[src/design/ilp_pkg.sv]
// shared types, character codes, error codes and the unit word table of the interval parser
`default_nettype none
package ilp_pkg;

   // result error codes
   localparam logic [2:0] ERR_NONE   = 3'd0;
   localparam logic [2:0] ERR_CHAR   = 3'd1;
   localparam logic [2:0] ERR_NOUNIT = 3'd2;
   localparam logic [2:0] ERR_UNIT   = 3'd3;
   localparam logic [2:0] ERR_OVF    = 3'd4;

   // character codes
   localparam logic [7:0] CHAR_AT          = 8'h40;
   localparam logic [7:0] CHAR_SPACE       = 8'h20;
   localparam logic [7:0] CHAR_TAB         = 8'h09;
   localparam logic [7:0] CHAR_CR          = 8'h0D;
   localparam logic [7:0] CHAR_ZERO        = 8'h30;
   localparam logic [7:0] CHAR_NINE        = 8'h39;
   localparam logic [7:0] CHAR_UPPER_A     = 8'h41;
   localparam logic [7:0] CHAR_UPPER_Z     = 8'h5A;
   localparam logic [7:0] CHAR_CASE_OFFSET = 8'h20;

   // sizes
   localparam int UNIT_CHARS_DEF = 12;
   localparam int QUEUE_DEPTH    = 2;
   localparam int UNIT_COUNT     = 25;
   localparam int UNIT_IDX_W     = 5;
   localparam int WORD_BYTES     = 12;
   localparam int NUM_W          = 31;
   localparam int PROD_W         = 63;

   // accumulator targets
   localparam logic [1:0] TGT_MONTHS = 2'd0;
   localparam logic [1:0] TGT_DAYS   = 2'd1;
   localparam logic [1:0] TGT_MICROS = 2'd2;

   typedef struct packed {
      logic [7:0] lc;
      logic       is_dig;
      logic       is_ws;
      logic       is_space;
      logic       is_at;
      logic       last;
   } char_type;

   typedef struct packed {
      logic                  add;
      logic [UNIT_IDX_W-1:0] unit_idx;
      logic [NUM_W-1:0]      number;
      logic                  is_final;
      logic [2:0]            err;
   } op_type;

   typedef struct packed {
      logic [8*WORD_BYTES-1:0] word;
      logic [3:0]              len;
      logic [1:0]              target;
      logic [31:0]             scale;
   } unit_def_type;

   function automatic unit_def_type unit_def(logic [UNIT_IDX_W-1:0] idx);
      unit_def_type u;
      u = '0;
      unique case (idx)
         5'd0:  begin u.word = "year";         u.len = 4'd4;  u.target = TGT_MONTHS; u.scale = 32'd12; end
         5'd1:  begin u.word = "years";        u.len = 4'd5;  u.target = TGT_MONTHS; u.scale = 32'd12; end
         5'd2:  begin u.word = "y";            u.len = 4'd1;  u.target = TGT_MONTHS; u.scale = 32'd12; end
         5'd3:  begin u.word = "month";        u.len = 4'd5;  u.target = TGT_MONTHS; u.scale = 32'd1; end
         5'd4:  begin u.word = "months";       u.len = 4'd6;  u.target = TGT_MONTHS; u.scale = 32'd1; end
         5'd5:  begin u.word = "mon";          u.len = 4'd3;  u.target = TGT_MONTHS; u.scale = 32'd1; end
         5'd6:  begin u.word = "day";          u.len = 4'd3;  u.target = TGT_DAYS;   u.scale = 32'd1; end
         5'd7:  begin u.word = "days";         u.len = 4'd4;  u.target = TGT_DAYS;   u.scale = 32'd1; end
         5'd8:  begin u.word = "d";            u.len = 4'd1;  u.target = TGT_DAYS;   u.scale = 32'd1; end
         5'd9:  begin u.word = "hour";         u.len = 4'd4;  u.target = TGT_MICROS;
                      u.scale = 32'd3600000000; end
         5'd10: begin u.word = "hours";        u.len = 4'd5;  u.target = TGT_MICROS;
                      u.scale = 32'd3600000000; end
         5'd11: begin u.word = "h";            u.len = 4'd1;  u.target = TGT_MICROS;
                      u.scale = 32'd3600000000; end
         5'd12: begin u.word = "minute";       u.len = 4'd6;  u.target = TGT_MICROS;
                      u.scale = 32'd60000000; end
         5'd13: begin u.word = "minutes";      u.len = 4'd7;  u.target = TGT_MICROS;
                      u.scale = 32'd60000000; end
         5'd14: begin u.word = "m";            u.len = 4'd1;  u.target = TGT_MICROS;
                      u.scale = 32'd60000000; end
         5'd15: begin u.word = "second";       u.len = 4'd6;  u.target = TGT_MICROS;
                      u.scale = 32'd1000000; end
         5'd16: begin u.word = "seconds";      u.len = 4'd7;  u.target = TGT_MICROS;
                      u.scale = 32'd1000000; end
         5'd17: begin u.word = "s";            u.len = 4'd1;  u.target = TGT_MICROS;
                      u.scale = 32'd1000000; end
         5'd18: begin u.word = "millisecond";  u.len = 4'd11; u.target = TGT_MICROS;
                      u.scale = 32'd1000; end
         5'd19: begin u.word = "milliseconds"; u.len = 4'd12; u.target = TGT_MICROS;
                      u.scale = 32'd1000; end
         5'd20: begin u.word = "ms";           u.len = 4'd2;  u.target = TGT_MICROS;
                      u.scale = 32'd1000; end
         5'd21: begin u.word = "msec";         u.len = 4'd4;  u.target = TGT_MICROS;
                      u.scale = 32'd1000; end
         5'd22: begin u.word = "microsecond";  u.len = 4'd11; u.target = TGT_MICROS;
                      u.scale = 32'd1; end
         5'd23: begin u.word = "microseconds"; u.len = 4'd12; u.target = TGT_MICROS;
                      u.scale = 32'd1; end
         5'd24: begin u.word = "us";           u.len = 4'd2;  u.target = TGT_MICROS;
                      u.scale = 32'd1; end
         default: u = '0;
      endcase
      return u;
   endfunction

   // true when unit word idx has character c at position pos (words are right-justified)
   function automatic logic unit_byte_ok(logic [UNIT_IDX_W-1:0] idx, logic [4:0] pos,
                                         logic [7:0] c);
      unit_def_type u;
      logic [4:0]   sh;
      logic [7:0]   b;
      u  = unit_def(idx);
      sh = {1'b0, u.len} - pos - 5'd1;
      b  = 8'(u.word >> {sh, 3'b000});
      return (pos < {1'b0, u.len}) && (b == c);
   endfunction

endpackage
`default_nettype wire

[src/design/ilp_front.sv]
// input side: character classification and a short item queue toward the parser
`default_nettype none
module ilp_front
   import ilp_pkg::*;
(
   input  wire logic       clock,
   input  wire logic       reset,
   input  wire logic       req_valid,
   output logic            req_ready,
   input  wire logic [7:0] req_char_byte,
   input  wire logic       req_last_char,
   output logic            q_vld,
   output char_type        q_data,
   input  wire logic       q_pop
);

   localparam int PTR_W = (QUEUE_DEPTH > 1) ? $clog2(QUEUE_DEPTH) : 1;
   localparam int CNT_W = $clog2(QUEUE_DEPTH + 1);

   char_type             entry_ff [QUEUE_DEPTH];
   logic [PTR_W-1:0]     wr_ptr_ff, wr_ptr_in;
   logic [PTR_W-1:0]     rd_ptr_ff, rd_ptr_in;
   logic [CNT_W-1:0]     count_ff, count_in;
   char_type             cls;
   logic                 push;

   always_comb begin
      cls.is_dig   = (req_char_byte >= CHAR_ZERO) && (req_char_byte <= CHAR_NINE);
      cls.is_space = (req_char_byte == CHAR_SPACE);
      cls.is_ws    = cls.is_space || ((req_char_byte >= CHAR_TAB) && (req_char_byte <= CHAR_CR));
      cls.is_at    = (req_char_byte == CHAR_AT);
      cls.lc       = ((req_char_byte >= CHAR_UPPER_A) && (req_char_byte <= CHAR_UPPER_Z)) ?
                     req_char_byte + CHAR_CASE_OFFSET : req_char_byte;
      cls.last     = req_last_char;
   end

   assign req_ready = (count_ff != CNT_W'(QUEUE_DEPTH));
   assign push      = req_valid && req_ready;
   assign q_vld     = (count_ff != '0);
   assign q_data    = entry_ff[rd_ptr_ff];

   always_comb begin
      wr_ptr_in = wr_ptr_ff;
      rd_ptr_in = rd_ptr_ff;
      count_in  = count_ff;
      if (push) begin
         wr_ptr_in = (wr_ptr_ff == PTR_W'(QUEUE_DEPTH - 1)) ? '0 : wr_ptr_ff + PTR_W'(1);
      end
      if (q_pop) begin
         rd_ptr_in = (rd_ptr_ff == PTR_W'(QUEUE_DEPTH - 1)) ? '0 : rd_ptr_ff + PTR_W'(1);
      end
      if (push && !q_pop) begin
         count_in = count_ff + CNT_W'(1);
      end else if (!push && q_pop) begin
         count_in = count_ff - CNT_W'(1);
      end
   end

   always_ff @(posedge clock) begin
      if (reset) begin
         wr_ptr_ff <= '0;
         rd_ptr_ff <= '0;
         count_ff  <= '0;
      end else begin
         wr_ptr_ff <= wr_ptr_in;
         rd_ptr_ff <= rd_ptr_in;
         count_ff  <= count_in;
      end
   end

   always_ff @(posedge clock) begin
      if (push) begin
         entry_ff[wr_ptr_ff] <= cls;
      end
   end

endmodule
`default_nettype wire

[src/design/ilp_parse.sv]
// parser state machine: numbers, unit words and error detection, one item per cycle while the back end advances
`default_nettype none
module ilp_parse
   import ilp_pkg::*;
#(
   parameter int UNIT_CHARS = UNIT_CHARS_DEF
)
(
   input  wire logic     clock,
   input  wire logic     reset,
   input  wire logic     q_vld,
   input  wire char_type q_data,
   output logic          q_pop,
   input  wire logic     advance,
   output logic          op_vld,
   output op_type        op
);

   localparam int LEN_W = $clog2(UNIT_CHARS + 2);

   localparam logic [1:0] PH_IDLE   = 2'd0;
   localparam logic [1:0] PH_DIGITS = 2'd1;
   localparam logic [1:0] PH_GAP    = 2'd2;
   localparam logic [1:0] PH_UNIT   = 2'd3;

   logic [1:0]            phase_ff, phase_in;
   logic                  start_ff, start_in;
   logic [NUM_W-1:0]      num_ff, num_in;
   logic [LEN_W-1:0]      len_ff, len_in;
   logic [UNIT_COUNT-1:0] mask_ff, mask_in;
   logic [2:0]            err_ff, err_in;
   logic                  op_vld_ff, op_vld_in;
   op_type                op_ff, op_in;

   char_type              c;
   logic [1:0]            ph1;
   logic [NUM_W-1:0]      num1;
   logic [LEN_W-1:0]      len1, base_len;
   logic [UNIT_COUNT-1:0] mask1, base_mask, ok_vec, hit_vec;
   logic [2:0]            err1, err2;
   logic                  push, entering, fin_a, fin_b, fin, hit;
   logic [NUM_W+3:0]      dec;
   logic [UNIT_IDX_W-1:0] idx;
   unit_def_type          ud;

   assign c     = q_data;
   assign q_pop = q_vld && advance;

   always_comb begin
      ph1      = phase_ff;
      num1     = num_ff;
      err1     = err_ff;
      push     = 1'b0;
      entering = 1'b0;
      fin_a    = 1'b0;
      dec      = ({4'b0, num_ff} << 3) + ({4'b0, num_ff} << 1) + (NUM_W+4)'(c.lc[3:0]);
      if (err_ff == ERR_NONE) begin
         unique case (phase_ff)
            PH_IDLE: begin
               if (start_ff && c.is_at) begin
                  ph1 = PH_IDLE;
               end else if (c.is_dig) begin
                  num1 = NUM_W'(c.lc[3:0]);
                  ph1  = PH_DIGITS;
               end else if (!c.is_ws) begin
                  err1 = ERR_CHAR;
               end
            end
            PH_DIGITS: begin
               if (c.is_dig) begin
                  if (|dec[NUM_W+3:NUM_W]) begin
                     err1 = ERR_OVF;
                  end else begin
                     num1 = dec[NUM_W-1:0];
                  end
               end else if (c.is_ws) begin
                  ph1 = PH_GAP;
               end else begin
                  ph1      = PH_UNIT;
                  push     = 1'b1;
                  entering = 1'b1;
               end
            end
            PH_GAP: begin
               if (!c.is_ws) begin
                  ph1      = PH_UNIT;
                  push     = 1'b1;
                  entering = 1'b1;
               end
            end
            PH_UNIT: begin
               if (c.is_space) begin
                  fin_a = 1'b1;
               end else begin
                  push = 1'b1;
               end
            end
            default: ph1 = PH_IDLE;
         endcase
      end
   end

   // unit word: incremental candidate mask plus a saturating length
   always_comb begin
      base_len  = entering ? '0 : len_ff;
      base_mask = entering ? '1 : mask_ff;
      for (int i = 0; i < UNIT_COUNT; i++) begin
         ok_vec[i] = unit_byte_ok(UNIT_IDX_W'(i), 5'(base_len), c.lc);
      end
      len1  = len_ff;
      mask1 = mask_ff;
      if (push) begin
         if (base_len < LEN_W'(UNIT_CHARS)) begin
            len1  = base_len + LEN_W'(1);
            mask1 = base_mask & ok_vec;
         end else begin
            len1  = LEN_W'(UNIT_CHARS + 1);
            mask1 = base_mask;
         end
      end
   end

   always_comb begin
      for (int i = 0; i < UNIT_COUNT; i++) begin
         ud         = unit_def(UNIT_IDX_W'(i));
         hit_vec[i] = mask1[i] && (5'(len1) == {1'b0, ud.len});
      end
      idx = '0;
      for (int i = 0; i < UNIT_COUNT; i++) begin
         if (hit_vec[i]) begin
            idx = idx | UNIT_IDX_W'(i);
         end
      end
      hit   = (len1 <= LEN_W'(UNIT_CHARS)) && (|hit_vec);
      fin_b = c.last && (err1 == ERR_NONE) && (ph1 == PH_UNIT);
      fin   = fin_a || fin_b;
      err2  = err1;
      if (fin && !hit) begin
         err2 = ERR_UNIT;
      end else if (c.last && (err1 == ERR_NONE) && ((ph1 == PH_DIGITS) || (ph1 == PH_GAP))) begin
         err2 = ERR_NOUNIT;
      end
   end

   always_comb begin
      op_in.add      = fin && hit;
      op_in.unit_idx = idx;
      op_in.number   = num1;
      op_in.is_final = c.last;
      op_in.err      = err2;
      op_vld_in      = advance ? q_pop : op_vld_ff;
      phase_in       = phase_ff;
      start_in       = start_ff;
      num_in         = num_ff;
      len_in         = len_ff;
      mask_in        = mask_ff;
      err_in         = err_ff;
      if (q_pop) begin
         if (c.last) begin
            phase_in = PH_IDLE;
            start_in = 1'b1;
            num_in   = '0;
            len_in   = '0;
            err_in   = ERR_NONE;
         end else begin
            phase_in = fin ? PH_IDLE : ph1;
            start_in = 1'b0;
            num_in   = num1;
            len_in   = (ph1 == PH_DIGITS && phase_ff == PH_IDLE) ? '0 : len1;
            mask_in  = mask1;
            err_in   = err2;
         end
      end
   end

   always_ff @(posedge clock) begin
      if (reset) begin
         phase_ff  <= PH_IDLE;
         start_ff  <= 1'b1;
         num_ff    <= '0;
         len_ff    <= '0;
         err_ff    <= ERR_NONE;
         op_vld_ff <= 1'b0;
      end else begin
         phase_ff  <= phase_in;
         start_ff  <= start_in;
         num_ff    <= num_in;
         len_ff    <= len_in;
         err_ff    <= err_in;
         op_vld_ff <= op_vld_in;
      end
   end

   always_ff @(posedge clock) begin
      mask_ff <= mask_in;
      if (advance) begin
         op_ff <= op_in;
      end
   end

   assign op_vld = op_vld_ff;
   assign op     = op_ff;

endmodule
`default_nettype wire

[src/design/ilp_exec.sv]
// back end: unit scale multiply, total accumulation and the result register
`default_nettype none
module ilp_exec
   import ilp_pkg::*;
(
   input  wire logic          clock,
   input  wire logic          reset,
   input  wire logic          op_vld,
   input  wire op_type        op,
   output logic               advance,
   output logic               rsp_valid,
   input  wire logic          rsp_ready,
   output logic signed [31:0] rsp_months_total,
   output logic signed [31:0] rsp_days_total,
   output logic signed [63:0] rsp_micros_total,
   output logic        [2:0]  rsp_error_code
);

   unit_def_type       ud;
   logic               mul_vld_ff, mul_vld_in;
   logic               mul_add_ff;
   logic [1:0]         mul_tgt_ff;
   logic [PROD_W-1:0]  mul_prod_ff, mul_prod_in;
   logic               mul_final_ff;
   logic [2:0]         mul_err_ff;
   logic [31:0]        months_acc_ff, months_acc_in, days_acc_ff, days_acc_in;
   logic [63:0]        micros_acc_ff, micros_acc_in;
   logic [31:0]        months_sum, days_sum;
   logic [63:0]        micros_sum;
   logic               out_vld_ff, out_vld_in;
   logic [31:0]        out_months_ff, out_days_ff;
   logic [63:0]        out_micros_ff;
   logic [2:0]         out_err_ff;
   logic               take;

   assign advance = !(mul_vld_ff && mul_final_ff && out_vld_ff && !rsp_ready);

   assign ud          = unit_def(op.unit_idx);
   assign mul_prod_in = PROD_W'(op.number) * PROD_W'(ud.scale);
   assign mul_vld_in  = advance ? op_vld : mul_vld_ff;

   always_comb begin
      months_sum = months_acc_ff;
      days_sum   = days_acc_ff;
      micros_sum = micros_acc_ff;
      if (mul_add_ff) begin
         case (mul_tgt_ff)
            TGT_MONTHS: months_sum = months_acc_ff + mul_prod_ff[31:0];
            TGT_DAYS:   days_sum   = days_acc_ff + mul_prod_ff[31:0];
            default:    micros_sum = micros_acc_ff + 64'(mul_prod_ff);
         endcase
      end
   end

   assign take = advance && mul_vld_ff;

   always_comb begin
      months_acc_in = months_acc_ff;
      days_acc_in   = days_acc_ff;
      micros_acc_in = micros_acc_ff;
      out_vld_in    = out_vld_ff && !rsp_ready;
      if (take) begin
         if (mul_final_ff) begin
            months_acc_in = '0;
            days_acc_in   = '0;
            micros_acc_in = '0;
            out_vld_in    = 1'b1;
         end else begin
            months_acc_in = months_sum;
            days_acc_in   = days_sum;
            micros_acc_in = micros_sum;
         end
      end
   end

   always_ff @(posedge clock) begin
      if (reset) begin
         mul_vld_ff    <= 1'b0;
         months_acc_ff <= '0;
         days_acc_ff   <= '0;
         micros_acc_ff <= '0;
         out_vld_ff    <= 1'b0;
      end else begin
         mul_vld_ff    <= mul_vld_in;
         months_acc_ff <= months_acc_in;
         days_acc_ff   <= days_acc_in;
         micros_acc_ff <= micros_acc_in;
         out_vld_ff    <= out_vld_in;
      end
   end

   always_ff @(posedge clock) begin
      if (advance) begin
         mul_add_ff   <= op.add;
         mul_tgt_ff   <= ud.target;
         mul_prod_ff  <= mul_prod_in;
         mul_final_ff <= op.is_final;
         mul_err_ff   <= op.err;
      end
      if (take && mul_final_ff) begin
         out_err_ff <= mul_err_ff;
         if (mul_err_ff == ERR_NONE) begin
            out_months_ff <= months_sum;
            out_days_ff   <= days_sum;
            out_micros_ff <= micros_sum;
         end else begin
            out_months_ff <= '0;
            out_days_ff   <= '0;
            out_micros_ff <= '0;
         end
      end
   end

   assign rsp_valid        = out_vld_ff;
   assign rsp_months_total = $signed(out_months_ff);
   assign rsp_days_total   = $signed(out_days_ff);
   assign rsp_micros_total = $signed(out_micros_ff);
   assign rsp_error_code   = out_err_ff;

endmodule
`default_nettype wire

[src/design/interval_literal_parser.sv]
// interval literal parser top level: front queue, parser and accumulate back end
// throughput: one character item per cycle sustained; a result waiting on rsp_ready
//   stalls intake only once the next string's last character reaches the multiply register
// result path: rsp_valid rises once the last accepted character has passed the
//   queue register, parser op register, multiply register and result register
// reset: synchronous, clears the queue, parser state, totals and result valid
`default_nettype none
module interval_literal_parser
   import ilp_pkg::*;
#(
   parameter int UNIT_CHARS = UNIT_CHARS_DEF
)
(
   input  wire logic          clock,
   input  wire logic          reset,
   input  wire logic          req_valid,
   output logic               req_ready,
   input  wire logic [7:0]    req_char_byte,
   input  wire logic          req_last_char,
   output logic               rsp_valid,
   input  wire logic          rsp_ready,
   output logic signed [31:0] rsp_months_total,
   output logic signed [31:0] rsp_days_total,
   output logic signed [63:0] rsp_micros_total,
   output logic        [2:0]  rsp_error_code
);

   // front to parser
   logic     q_vld;
   char_type q_data;
   logic     q_pop;

   // parser to back end
   logic     op_vld;
   op_type   op;
   logic     advance;

   // classify each character item and queue it
   ilp_front u_front (
      .clock         (clock),
      .reset         (reset),
      .req_valid     (req_valid),
      .req_ready     (req_ready),
      .req_char_byte (req_char_byte),
      .req_last_char (req_last_char),
      .q_vld         (q_vld),
      .q_data        (q_data),
      .q_pop         (q_pop)
   );

   // walk the literal, one queued item per cycle while the back end advances
   ilp_parse #(
      .UNIT_CHARS (UNIT_CHARS)
   ) u_parse (
      .clock   (clock),
      .reset   (reset),
      .q_vld   (q_vld),
      .q_data  (q_data),
      .q_pop   (q_pop),
      .advance (advance),
      .op_vld  (op_vld),
      .op      (op)
   );

   // scale, accumulate, and hold the result until taken
   ilp_exec u_exec (
      .clock            (clock),
      .reset            (reset),
      .op_vld           (op_vld),
      .op               (op),
      .advance          (advance),
      .rsp_valid        (rsp_valid),
      .rsp_ready        (rsp_ready),
      .rsp_months_total (rsp_months_total),
      .rsp_days_total   (rsp_days_total),
      .rsp_micros_total (rsp_micros_total),
      .rsp_error_code   (rsp_error_code)
   );

`ifndef SYNTHESIS
   // an errored result carries zero totals
   a_err_zero: assert property (@(posedge clock) disable iff (reset)
      rsp_valid && (rsp_error_code != ERR_NONE) |->
         (rsp_months_total == 0) && (rsp_days_total == 0) && (rsp_micros_total == 0))
      else $error("errored result has nonzero totals");

   // error code stays within the defined codes
   a_err_range: assert property (@(posedge clock) disable iff (reset)
      rsp_valid |-> (rsp_error_code <= ERR_OVF))
      else $error("undefined error code");

   // a full queue always offers an item to the parser
   a_full_has_item: assert property (@(posedge clock) disable iff (reset)
      !req_ready |-> q_vld)
      else $error("queue full but empty toward parser");
`endif

endmodule
`default_nettype wire
[config.mk]
export PLATFORM = sky130hd
export DESIGN_NAME = interval_literal_parser
export DESIGN_NICKNAME = d
export VERILOG_FILES = /design/src/design/ilp_pkg.sv /design/src/design/ilp_front.sv /design/src/design/ilp_parse.sv /design/src/design/ilp_exec.sv /design/src/design/interval_literal_parser.sv
export SDC_FILE = /design/constraint.sdc
export NUM_CORES = 2
export LEC_CHECK = 0
export ABC_AREA = 1
export BUFFER_PORTS_ARGS = -buffer_cell sky130_fd_sc_hd__buf_2
export CAP_MARGIN = 25
export CORE_MARGIN = 8
export CORE_UTILIZATION = 30
export DETAILED_ROUTE_END_ITERATION = 8
export GPL_ROUTABILITY_DRIVEN = 1
export GPL_TIMING_DRIVEN = 0
export PLACE_DENSITY = 0.52
export SETUP_SLACK_MARGIN = 0.15
export SYNTH_ARGS = -nofsm -noshare
export SYNTH_HDL_FRONTEND = slang
export SYNTH_MEMORY_MAX_BITS = 65536
export SYNTH_SLANG_ARGS = --single-unit
[constraint.sdc]
create_clock -name clock -period 16.4 [get_ports clock]
set_input_delay 3.28 -clock clock [delete_from_list [all_inputs] [get_ports clock]]
set_output_delay 3.28 -clock clock [all_outputs]
set_load 0.03 [all_outputs]
# Yosys cells after proc, flatten, opt, wreduce, memory -nomap -nowiden
# Memories as Yosys holds them, arrays and structs flattened. A register that Yosys moved wholly into a read port is not among the register bits.
# Cells that the tools add are included.
# Widths: inputs -> output; s select.
word_totals:
  word_cells: 346
  ram_bits: 26
  memories: 2
  mem_bits_ro: 3488
  register_bits: 443
  in_bits: 13
  output_inout_bits: 133
memory_table:
  columns: ["name", "words", "width", "read_ports", "rd_clocked_by_memory_dff", "write_ports", "line", "source"]
  rows:
  - ["(name not given)", 32, 109, 1, 0, 0, "ilp_pkg.sv:64", "unique case (idx)"]
  - ["u_front.entry_ff", 2, 13, 1, 1, 1, "ilp_front.sv:20", "char_type entry_ff [QUEUE_DEPTH];"]
op_classes:
  addsub: 29
  n_shift: 25
  bitwise: 1
  n_mux: 104
  mul: 1
  n_reduce_logical: 91
  magnitude_cmp: 17
  n_eq_ne: 45
ops:
  columns: ["op", "count"]
  rows:
  - ["$mux 32", 12]
  - ["$mux 64", 6]
  - ["$mux 31", 7]
  - ["$eq 8x8->1", 25]
  - ["$shr 95x8->8 const A", 2]
  - ["$shr 87x8->8 const A", 2]
  - ["$shr 47x8->8 const A", 3]
  - ["$mux 25", 5]
  - ["$shr 31x8->8 const A", 4]
  - ["$shr 39x8->8 const A", 3]
  - ["$shr 55x8->8 const A", 2]
  - ["$logic_and 1x1->1", 71]
  - ["$add 32x32->32", 2]
  - ["$add 64x63->64", 1]
  - ["$mul 31x32->63", 1]
  - ["$pmux 31 s2", 1]
  - ["$mux 4", 14]
  - ["$shr 23x8->8 const A", 2]
  - ["$sub 5x1->5 const B", 9]
  - ["$mux 3", 14]
  - ["$mux 5", 8]
  - ["$shr 7x8->8 const A", 5]
  - ["$add 34x32->35", 1]
  - ["$add 35x4->35", 1]
  - ["other kinds (48)", 112]

# Longest topological paths before layout
depth:
  ltp_word: 37
  ltp_mapped: 37
  ltp_nobuf: 37

# Cells and area by module
# A second synthesis with hierarchy kept.
hier_totals:
  cells_unflattened: 8173
  area_unflattened_um2: 61183.7
by_module_without_submodules:
  columns: ["module", "cells_per_inst", "area_per_inst_um2", "seq_area_each_um2", "n_inst"]
  rows:
  - ["ilp_exec", 6343, 48590.4, 8638.3, 1]
  - ["ilp_parse", 1715, 11205.7, 2822.7, 1]
  - ["ilp_front", 115, 1387.6, 880.8, 1]

# Least setup slack after synthesis
# Ideal clock, no wire load.
synth_path:
  path_type: "input-to-reg"
  start: "input rsp_ready"
  end: "register u_exec.out_days_ff[0], in the netlist u_exec.rsp_days_total[0] (enable)"
  setup_time_ps: 626
  setup_slack_ps: 6951
  required_ps: 15774
  n_path_buf: 0
  arrival_ps: 8823
  path_stages: 2
  path_cell_list: "nor2_1 nor2_1"
synth_between:
  elab_chain_len: 5
synth_lines:
  columns: ["item", "line", "source"]
  rows:
  - ["start: declaration", "interval_literal_parser.sv:21", "input wire logic rsp_ready,"]
  - ["$logic_not 1->1", "ilp_exec.sv:36", "assign advance = !(mul_vld_ff && mul_final_ff && out_vld_ff && !rsp_ready);"]
  - ["$logic_and 1x1->1", "ilp_exec.sv:36", null]
  - ["$logic_not 1->1", "ilp_exec.sv:36", null]
  - ["$logic_and 1x1->1", "ilp_exec.sv:55", "assign take = advance && mul_vld_ff;"]
  - ["$logic_and 1x1->1", "ilp_exec.sv:100", "if (take && mul_final_ff) begin"]
  - ["end signal: assignment", "ilp_exec.sv:104", "out_days_ff <= days_sum;"]
  - ["end: declaration", "ilp_exec.sv:31", "logic [31:0] out_months_ff, out_days_ff;"]
# No other way between the ends.
# A chain may end at the register's enable or synchronous reset.

# Final worst setup path
layout_path:
  start: "register u_parse.op_ff, in the netlist u_parse.op[37]"
  end: "register u_exec.mul_prod_ff[48] (data pin)"
layout_between:
  elab_chain_len: 2
layout_lines:
  columns: ["item", "line", "source"]
  rows:
  - ["start: declaration", "ilp_parse.sv:33", "op_type op_ff, op_in;"]
  - ["start signal: assignment", "ilp_parse.sv:197", "op_ff <= op_in;"]
  - ["$mem_v2 32x109", null, null]
  - ["$mul 31x32->63", "ilp_exec.sv:39", "assign mul_prod_in = PROD_W'(op.number) * PROD_W'(ud.scale);"]
  - ["named net u_exec.mul_prod_in[48]", "ilp_exec.sv:23", "logic [PROD_W-1:0] mul_prod_ff, mul_prod_in;"]
  - ["end signal: assignment", "ilp_exec.sv:96", "mul_prod_ff <= mul_prod_in;"]
  - ["end: declaration", "ilp_exec.sv:23", null]
# The timed path passes the listed nets, and every way through them passes these cells.

==> impl_metrics.csv <==
group,metric,value,unit
cts,cts_hold_buffers,0,
synth,ys_warnings,0,
sta,maxClockFrequency,92.3,MHz
synth,yosys.area.top_type,"fa_1",
global_route,globalRouteTotalUtil,18.3,%
setup_path,timing_worst_setup_path_type,"reg -> reg",
synth,synth_top_family_by_area,"adder cells",
setup_path,timing.rr.end,"u_exec.mul_prod_ff[48]",
final_layout,syn2layout_area_growth,10.3,%
worst_hold_path,worstHoldPathCells,0,
setup_path,ff2ff_setup_slack,5.57,ns
detailed_routing,postRouteAntennaNets,0,
sta,fin_worst_hold_slack,0.422,ns
setup_path,slowest_stage,"nor2_1",
worst_hold_path,min_from,"u_parse.op[40]",
synth,synth.area.mux_share,0.0349,%
floorplan,die_w,453,um
synth,yosys.area.top_type_share,21.7,%
detailed_routing,detail_route.wl_per_cell,19.5,um
floorplan,initial_utilization,30.2,%
detailed_routing,drt_pass1_iterations,8,
setup_path,rr_startpoint,"u_parse.op[37]",
run,max_cap_viol_count,0,
floorplan,dieHeight,453,um
floorplan,top_level_ports,146,
global_route,grt_start_max_net_pins,68,
sta,timing.clock.skew,0.0865,ns
final_layout,final_common_cell,"inv_1",
placement,port_buffers,144,
detailed_routing,drt-total-wl,193000,um
synth,synth.lib_cells_used.distinct,64,
detailed_routing,post_drt_via_cell_ratio,4.86,
cts,clock_pin_slew_reported_for_the_worst_setup_and_hold_paths_after_clock_tree_synthesis,0.06,ns
global_route,grt_antenna_before_repair,4,
global_route,first_global_vias,49500,
setup_path,crit_path_capture_type,"flip-flop",
cts,cts.sink_count,470,
worst_hold_path,holdPathEnd,"u_exec.mul_add_ff",
synth,synth.top_cells.by_area,"fa_1 22%, edfxtp_1 15%, ha_1 14%, inv_1 8.9%, nand2_1 7.6%",
synth,synth_nets,8430,
global_route,global_route.overflow_total,0,
sta,maxSlewViolCount,0,
power_and_ir_drop,irDropWorstVdd,0.0000692,V
placement,hpwl,163000,um
synth,syn_avg_cell_area,8.02,um2
detailed_routing,vias,48200,
worst_hold_path,min_path_type,"reg -> reg",
synth,compound_gate_portion_of_the_synthesized_area,10.7,%
setup_path,required,16.82,ns
synth,share_of_synthesized_cell_area_in_full_adder_half_adder_and_majority_cells,35.8,%
sta,max_slew.worst_pin.slew,1.09,ns
cts,cts-buffers-inserted,53,
cts,cts_htree_levels,2,
floorplan,coreArea,190000,um2
cts,cts_tree,"yes",
final_layout,finalCoreUtilization,33.3,%
power_and_ir_drop,p_per_area,63.4,nW/um2
detailed_routing,detail_route.drc_violations,0,
setup_path,reg2reg_depth,33,
cts,clock_tree.root_cell,"clkbuf_16",
synth,async_reset_ff_share,0,%
global_route,grt_first_pass_wirelength,294000,um
final_layout,post_route_cells_drive_above_1_share,5.89,%
synth,synth_seq_area_share,21.5,%
sta,aggregate_negative_setup_slack,0,ns
cts,cts_setup_buffers,0,
detailed_routing,first_iter_violations,3256,
cts,ctsLongestPathBuffers,3,
final_layout,design.final.nets,8646,
setup_path,worst_ep_arrival_time,11.25,ns
synth,synthesis.area,57300,um2
placement,place.gp.congestion,0.950,
setup_path,critical_path.startpoint,"u_parse.op[37]",
sta,setup_viol,0,
setup_path,critical-path-max-stage-delay,0.67,ns
synth,ys_ff_latch,470,
floorplan,row_count,160,
cts,post_cts.resized_instances,0,
run_status,outcome,"finished clean",
synth,synthSimpleGateAreaFrac,18.4,%
synth,ys_dominant_reg_cell,"edfxtp_1",
sta,fin_crit,10.83,ns
sta,max-slew-margin-rel,27.1,%
cts,worst_skew_pair.late_latency,0.69,ns
setup_path,cp_max_fo,10,
synth,synthesis.instances,7147,
floorplan,dieArea,205000,um2
sta,grt_setup_unrepaired,"false",
power_and_ir_drop,cellLeakagePower,0.0306,uW
final_layout,mostFrequentLayoutCells,"1363 x inv_1, 1167 x nand2_1, 832 x nor2_1",
synth,synthesized_area_fraction_occupied_by_xor_and_xnor_cells,3.01,%
sta,period_utilization_post_route,66.0,%
setup_path,worstSetupStartpointType,"flip-flop",
sta,finalHoldViolations,0,
synth,synth_enable_flop_cells,293,
setup_path,critical_path.most_common_cell,"fa_1",
-- report_power, final --
part | internal [uW] | total (uW) | switching, uW | leakage (uW)
Clock | 679 | 1210 | 535 | 0.000870
Combinational | 360 | 1300 | 945 | 0.0252
Sequential | 1380 | 1490 | 105 | 0.00449
-- sequential cells by signal, summed over array words and instances, names as in the netlist, 2 cells and up, named ones only --
name	count
u_front.entry_ff	26
u_parse.len_ff	4
u_parse.num_ff	31
u_parse.err_ff	3
u_exec.mul_tgt_ff	2
u_exec.micros_acc_ff	64
u_exec.rsp_days_total	32
u_parse.mask_ff	25
u_exec.rsp_error_code	3
u_front.count_ff	2
u_exec.months_acc_ff	32
u_exec.rsp_micros_total	64
u_exec.mul_prod_ff	63
u_parse.op	41
u_exec.rsp_months_total	32
u_exec.days_acc_ff	32
u_exec.mul_err_ff	3
u_parse.phase_ff	2
-- Yosys cell counts (4+ instances only) --
cell          n
dfxtp_1     177
a211oi_1      7
o221ai_1      7
xor2_1      116
o211ai_1     18
buf_4         5
o21ai_0     320
edfxtp_1    293
fa_1        620
nand2_1    1167
nand2_2      10
clkbuf_1    150
o31ai_1       5
a21boi_1      8
a221oi_1      8
o21ai_1      17
a21boi_0     38
ha_1        650
nand4_1      62
nand3b_1      8
nor4_1       13
o21a_1       21
clkinv_1     22
o21bai_1     14
nand2_4       9
buf_1        19
nor3_1       48
buf_2        14
inv_1      1364
a21o_1       18
inv_2         6
or2_2       115
nand3_2       8
nand3_1     230
xnor2_1      81
o2111ai_1     6
o22ai_1      38
nor2_1      833
nor2_2        4
a21oi_1     498
a31oi_1      63
-- critical path, delay by kind of cell, from the launching register on --
kind	cells	cell delay [ns]
AOI/OAI and AO/OA	9	2.98
and+or+nand+nor	7	1.54
buffers and inverters	7	1.46
adders and majority gates	10	4.19
DFF	1	0.48
-- how the worst max path moves through the flow --
stage                                        to  slack (ns)  cells after the start
finish                   u_exec.mul_prod_ff[48]        5.57                     33
global route             u_exec.mul_prod_ff[48]        5.19                     35
CTS                      u_exec.mul_prod_ff[48]        5.54                     33
detailed placement       u_exec.mul_prod_ff[48]        5.48                     33
global placement    u_exec.rsp_micros_total[52]        4.51                      3
floorplan              u_exec.rsp_days_total[0]        6.95                      2
-- cell type report --
type                            instances  area, um2
Fill cell                           20100     127000
Multi-Input combinational cell       5092      39000
Sequential cell                       470      12300
Inverter                             1394       5240
Tap cell                             2511       3140
Clock buffer                           70       1480
Timing Repair Buffer                  161        977
Buffer                                191        776
Clock inverter                         30        289
Antenna cell                            1       2.50
-- routing by layer --
layer  GRT usage, %  vias up  wire length [um]
met4           5.80        6              7020
met2           31.4     1367             89900
met1           24.1    23300             85500
met3           2.38      353             10600
met5              0        -                42
li1               -    23200                 -
-- through the flow --
step                cells  worst slack (ns)  total power [uW]  cell area [um2]
global route         9919              5.19              4210            63200
detailed placement   9818              5.48              2810            61400
finish               9920              5.57              4010            63200
global placement     9802              4.51              2800            61200
floorplan            7147              6.95              2300            57300
CTS                  9918              5.54              4040            63200
-- logic make-up after synthesis --
kind of cell	count (synthesis)
AO/OA/AOI/OAI	1104
XOR/XNOR	197
adder cells (fa/ha/maj)	1270
buffers and inverters	1585
flip-flops	470
multiplexers	2
AND/OR/NAND/NOR	2519
No activity file was read; power rests on OpenSTA's default activity.
